==> config.mk <==
export PLATFORM = sky130hd
export DESIGN_NAME = pfw_ctrl
export DESIGN_NICKNAME = d
export VERILOG_FILES = /design/src/rtl/pfw_pkg.sv /design/src/rtl/pfw_ctrl.sv
export SDC_FILE = /design/constraint.sdc
export NUM_CORES = 1
export LEC_CHECK = 0
export BUFFER_PORTS_ARGS = -buffer_cell sky130_fd_sc_hd__buf_2
export CAP_MARGIN = 25
export CORE_MARGIN = 1
export CORE_UTILIZATION = 40
export DETAILED_ROUTE_END_ITERATION = 10
export HOLD_SLACK_MARGIN = 0.15
export PLACE_DENSITY = 0.69
export SYNTH_ARGS = -nofsm -noshare
export SYNTH_HDL_FRONTEND = slang
export SYNTH_SLANG_ARGS = --single-unit
==> constraint.sdc <==
create_clock -name clock -period 2.2 [get_ports clock]
set_input_delay 0.33 -clock clock [delete_from_list [all_inputs] [get_ports clock]]
set_output_delay 0.33 -clock clock [all_outputs]
set_load 0.01 [all_outputs]
==> src/rtl/pfw_pkg.sv <==
// Shared types and constants for the four-level page table walker.
// Used by pfw_ctrl, pfw_dp and four_level_page_walker_alloc; depends on nothing.
`default_nettype none

package pfw_pkg;

   localparam int KIND_W   = 2;
   localparam int VA_W     = 48;
   localparam int FLAG_W   = 12;
   localparam int STATUS_W = 3;
   localparam int PHYS_W   = 20;
   localparam int OFFS_W   = 12;
   localparam int IDX_W    = 9;
   localparam int LEVEL_W  = 2;

   localparam logic [KIND_W-1:0] KIND_LOOKUP = 2'd0;
   localparam logic [KIND_W-1:0] KIND_MAP    = 2'd1;
   localparam logic [KIND_W-1:0] KIND_ADD    = 2'd2;
   localparam logic [KIND_W-1:0] KIND_UNUSED = 2'd3;

   localparam logic [STATUS_W-1:0] STAT_OK         = 3'd0;
   localparam logic [STATUS_W-1:0] STAT_NOT_MAPPED = 3'd1;
   localparam logic [STATUS_W-1:0] STAT_ALREADY    = 3'd2;
   localparam logic [STATUS_W-1:0] STAT_OOM        = 3'd3;
   localparam logic [STATUS_W-1:0] STAT_BAD_FLAGS  = 3'd4;

   localparam logic [LEVEL_W-1:0] LEVEL_TOP  = 2'd3;
   localparam logic [LEVEL_W-1:0] LEVEL_LEAF = 2'd0;

   localparam logic [FLAG_W-1:0] ENT_PRESENT = 12'h001;
   localparam logic [FLAG_W-1:0] ENT_RW      = 12'h002;
   localparam logic [FLAG_W-1:0] ENT_USER    = 12'h004;
   localparam logic [FLAG_W-1:0] TABLE_FLAGS = ENT_PRESENT | ENT_RW | ENT_USER;
   localparam logic [FLAG_W-1:0] LEAF_FLAGS  = ENT_PRESENT | ENT_USER;

   typedef struct packed {
      logic                clear_wr;
      logic                req_load;
      logic                mem_rd;
      logic [LEVEL_W-1:0]  level;
      logic                wr_table;
      logic                wr_map;
      logic                wr_or;
      logic                take_frame;
      logic                table_from_alloc;
      logic                table_from_entry;
      logic                leaf_save;
      logic                rsp_load;
      logic [STATUS_W-1:0] rsp_status;
      logic                rsp_zero;
   } cmd_type;

   typedef struct packed {
      logic              clear_last;
      logic [KIND_W-1:0] kind;
      logic              no_execute;
      logic              ent_zero;
      logic              frames_out;
   } stat_type;

endpackage

`default_nettype wire

==> src/rtl/pfw_ctrl.sv <==
// Controller state machine for the page table walker: clearing pass, walk sequencing
// and response handshake. Depends on pfw_pkg and drives pfw_dp through cmd_type.
`default_nettype none

module pfw_ctrl (
   input  wire logic              clock,
   input  wire logic              reset,
   input  wire logic              req_valid,
   output logic                   req_ready,
   input  wire logic              rsp_ready,
   output logic                   rsp_valid,
   input  wire pfw_pkg::stat_type stat,
   output pfw_pkg::cmd_type       cmd
);

   typedef enum logic [2:0] {
      S_CLEAR,
      S_IDLE,
      S_START,
      S_READ,
      S_CHECK,
      S_DONE
   } state_type;

   state_type                      state_ff, state_in;
   logic [pfw_pkg::LEVEL_W-1:0]    level_ff, level_in;
   logic [pfw_pkg::STATUS_W-1:0]   status_ff, status_in;
   logic                           zero_ff, zero_in;
   logic                           rsp_valid_ff, rsp_valid_in;

   always_comb begin
      state_in     = state_ff;
      level_in     = level_ff;
      status_in    = status_ff;
      zero_in      = zero_ff;
      rsp_valid_in = rsp_valid_ff && !rsp_ready;
      cmd            = '0;
      cmd.level      = level_ff;
      cmd.rsp_status = status_ff;
      cmd.rsp_zero   = zero_ff;
      case (state_ff)
         S_CLEAR: begin
            cmd.clear_wr = 1'b1;
            if (stat.clear_last) begin
               state_in = S_IDLE;
            end
         end
         S_IDLE: begin
            if (req_valid) begin
               cmd.req_load = 1'b1;
               state_in     = S_START;
            end
         end
         S_START: begin
            if (stat.kind == pfw_pkg::KIND_UNUSED) begin
               status_in = pfw_pkg::STAT_BAD_FLAGS;
               zero_in   = 1'b1;
               state_in  = S_DONE;
            end else begin
               level_in = pfw_pkg::LEVEL_TOP;
               state_in = S_READ;
            end
         end
         S_READ: begin
            cmd.mem_rd = 1'b1;
            state_in   = S_CHECK;
         end
         S_CHECK: begin
            if (level_ff != pfw_pkg::LEVEL_LEAF) begin
               if (stat.ent_zero && stat.frames_out) begin
                  status_in = pfw_pkg::STAT_OOM;
                  zero_in   = 1'b1;
                  state_in  = S_DONE;
               end else begin
                  if (stat.ent_zero) begin
                     cmd.wr_table         = 1'b1;
                     cmd.take_frame       = 1'b1;
                     cmd.table_from_alloc = 1'b1;
                  end else begin
                     cmd.table_from_entry = 1'b1;
                  end
                  level_in = level_ff - 1'b1;
                  state_in = S_READ;
               end
            end else begin
               cmd.leaf_save = 1'b1;
               zero_in       = 1'b0;
               state_in      = S_DONE;
               case (stat.kind)
                  pfw_pkg::KIND_LOOKUP: begin
                     status_in = stat.ent_zero ? pfw_pkg::STAT_NOT_MAPPED : pfw_pkg::STAT_OK;
                  end
                  pfw_pkg::KIND_MAP: begin
                     if (!stat.ent_zero) begin
                        status_in = pfw_pkg::STAT_ALREADY;
                     end else if (stat.frames_out) begin
                        status_in = pfw_pkg::STAT_OOM;
                        zero_in   = 1'b1;
                     end else begin
                        cmd.wr_map     = 1'b1;
                        cmd.take_frame = 1'b1;
                        status_in      = pfw_pkg::STAT_OK;
                     end
                  end
                  pfw_pkg::KIND_ADD: begin
                     if (stat.ent_zero) begin
                        status_in = pfw_pkg::STAT_NOT_MAPPED;
                     end else if (stat.no_execute) begin
                        status_in = pfw_pkg::STAT_BAD_FLAGS;
                     end else begin
                        cmd.wr_or = 1'b1;
                        status_in = pfw_pkg::STAT_OK;
                     end
                  end
                  default: begin
                     status_in = pfw_pkg::STAT_BAD_FLAGS;
                     zero_in   = 1'b1;
                  end
               endcase
            end
         end
         S_DONE: begin
            if (!rsp_valid_ff || rsp_ready) begin
               cmd.rsp_load = 1'b1;
               rsp_valid_in = 1'b1;
               state_in     = S_IDLE;
            end
         end
         default: begin
            state_in = S_CLEAR;
         end
      endcase
   end

   always_ff @(posedge clock) begin
      if (reset) begin
         state_ff     <= S_CLEAR;
         level_ff     <= pfw_pkg::LEVEL_TOP;
         status_ff    <= pfw_pkg::STAT_OK;
         zero_ff      <= 1'b0;
         rsp_valid_ff <= 1'b0;
      end else begin
         state_ff     <= state_in;
         level_ff     <= level_in;
         status_ff    <= status_in;
         zero_ff      <= zero_in;
         rsp_valid_ff <= rsp_valid_in;
      end
   end

   assign req_ready = (state_ff == S_IDLE);
   assign rsp_valid = rsp_valid_ff;

endmodule

`default_nettype wire

==> flow_metrics.tcl <==
set metrics [dict create \
    grt_max_degree 15 \
    antenna_found_initial 0 \
    syn_area_um2 663 \
    nFillCells 145 \
    routed_wirelength_um 1480 \
    die_area_mm2 0.00182 \
    synth.avg_cell_area_um2 7.71 \
    crit_arrival_ns 1.72 \
    synth_cells 86 \
    vias 664 \
    startpoint "level_ff[0]$_SDFFE_PP1P_" \
    multi_input_area_um2 402 \
    crit_path_end_kind "output port" \
    tightest_slew_ns 0.464 \
    synth.distinct_cells 36 \
    fin_util_pct 54.1 \
    ff2ff_setup_slack_ns 0.59 \
    critPathMaxStageDelay_ns 0.53 \
    clkSlewWorstSetupHoldPaths_ns 0.07 \
    cts_hold_buffers 0 \
    gp_congestion 0.839 \
    fin_nets 124 \
    cp_max_fo 8 \
    slowest_stage "or4b_4" \
    row_count 14 \
    seq_area_frac_synth_pct 30.2 \
    hp-class "in2reg" \
    routed_via_density 5.19 \
    r2r-end "level_ff[0]$_SDFFE_PP1P_" \
    io_buffers 28 \
    ys.flop_type "dfxtp_1" \
    cts.sinks 10 \
    slew_headroom_pct 69.0 \
    cts_max_level 1 \
    crit-reg2reg-launch "level_ff[0]$_SDFFE_PP1P_" \
    mappedNetlistNets 97 \
    clockBufferDepth 2 \
    drv_cap 0 \
    dp_slack_ns 0.369 \
    async_reset_ff_share_pct 0 \
    die_y_um 42.7 \
    coreArea_mm2 0.00152 \
    crit_chain "inv_1, ha_2, or4b_4, nor2_1, buf_2" \
    cellLeakagePower_nw 0.390 \
    ir_drop_mv 0.360 \
    max_freq_ghz 0.487 \
    final.setup.worst_slack_ns 0.147 \
    drive_gt1_share_pct 35.7 \
    reg2regPathDepth 6 \
    setup-tns-final_ns 0 \
    fin_crit_sh_pct 93.3 \
    fp.dieW_um 42.7 \
    clk_latency_ns 0.28 \
    status "completed" \
    cts_buffers 3 \
    drc_errors 0 \
    synth_seq_cells 10 \
    hold_start "reset" \
    root_buffer "clkbuf_4" \
    hold_slack_ns 0.360 \
    post_drt_wl_per_cell_um 11.6 \
    grtUsageTotal_pct 18.9 \
    cts_tree "yes" \
    drtIter0Drc 21 \
    synth.yosys.warnings 0 \
    io_pins 29 \
    area_growth_pct 24.3 \
    setup_viol 0 \
    start_util_pct 43.5 \
    dpl.hpwl_um 1100 \
    start_kind "register" \
    crit_required_ns 1.87 \
    fin_skew_ns 0.00642 \
    diodes 0 \
    drv_slew 0 \
    drt_first_pass_iters 4 \
    power.density_mw_per_mm2 533 \
    grt_overflow 0 \
    setup.worst_path.end "cmd[7]" \
    hold_viol 0 \
    timing_worst_setup_path_type "reg2out" \
    finalCriticalPeriod_ns 2.05 \
    synth-edff-count 0 \
    regArea_um2 200 \
    rsz0062_at_grt "false" \
    ant_nets 0 \
    grt_pass1_vias 600 \
    grt_pass1_wl_um 2510 \
]
==> per-layer routing <==
metal,wire length (um),global-route usage (%)
met5,0,0
met4,32,10.6
met3,76,7.66
met2,654,28.2
met1,720,22.8
==> synthesized netlist by cell type (2+ instances only) <==
library cell,n,share of area [%]
nand2b_1,4,3.8
buf_4,2,2.3
a21oi_1,8,6.0
or3b_1,2,2.6
o21ai_0,2,1.5
dfxtp_1,10,30
clkbuf_1,3,1.7
nor2b_1,3,2.8
nor2_1,12,6.8
nand2_1,7,4.0
nor3_1,3,2.3
inv_1,6,3.4
==> final cells by class <==
cell class / count / share of cell area [%]
multi-input combinational: 63 / 48.7
sequential: 10 / 24.3
timing repair buffer: 28 / 17.0
clock buffer: 4 / 4.40
inverter: 7 / 3.19
tap: 16 / 2.43
==> critical path: cells and delay by family (launching register included) <==
| family | cells | cell delay (ns) |
|---|---|---|
| and+or+nand+nor | 2 | 0.67 |
| DFF | 1 | 0.33 |
| adders and majority gates | 1 | 0.23 |
| buffers and inverters | 2 | 0.22 |
==> worst min-delay path by stage <==
stage / cells after the start / end / slack (ns)
after global routing: 2 / state_ff[2]$_SDFFE_PP0P_ / 0.39
after global placement: 2 / status_ff[1]$_SDFFE_PP0P_ / 0.46
final: 2 / rsp_valid$_SDFF_PP0_ / 0.36
after detailed placement: 2 / status_ff[1]$_SDFFE_PP0P_ / 0.47
after floorplan: 2 / zero_ff$_SDFFE_PP0P_ / 0.48
after CTS: 2 / rsp_valid$_SDFF_PP0_ / 0.37
==> sequential cells by signal, indices dropped and copies added, names as in the netlist <==
register / count
state_ff: 3
rsp_valid: 1
zero_ff: 1
status_ff: 3
level_ff: 2
==> cells in the final DEF (no fill, tap or decap), drive strengths merged, types with 3 or more instances in the layout <==
| cell type | count |
|---|---|
| nor2b | 3 |
| a21oi | 9 |
| nor3 | 3 |
| nand2b | 4 |
| o21ai | 3 |
| inv | 7 |
| buf | 28 |
| clkbuf | 4 |
| nor2 | 13 |
| nand2 | 7 |
| dfxtp | 10 |
==> what timing repair did <==
action	in CTS	in global routing
resized for setup	0	1
setup buffers	0	0
hold endpoints to repair	0	0
endpoints found under the setup margin	0	2
==> per-stage QoR <==
stage	instance area [um^2]	total power, W	std cells
final	825	0.000440	128
after global routing	825	0.000461	128
after CTS	822	0.000444	128
after detailed placement	786	0.000275	124
after global placement	786	0.000275	124
after floorplan	663	0.000251	86
==> cell families (layout without fill, tap and decap cells) <==
| logic type | count (synthesis) | count (layout) | share of synthesized area (%) |
|---|---|---|---|
| and+or+nand+nor | 41 | 41 | 35.7 |
| AOI/OAI and AO/OA | 21 | 21 | 22.6 |
| buffers and inverters | 13 | 39 | 9.62 |
| DFF | 10 | 10 | 30.2 |
| adders and majority gates | 1 | 1 | 1.89 |
==> power breakdown <==
| part | total, W | switching, W | internal (W) |
|---|---|---|---|
| clock network | 0.000168 | 0.0000669 | 0.000101 |
| logic | 0.0000704 | 0.0000378 | 0.0000326 |
| registers | 0.000202 | 0.0000149 | 0.000187 |
(Power assumes the default switching activity.)
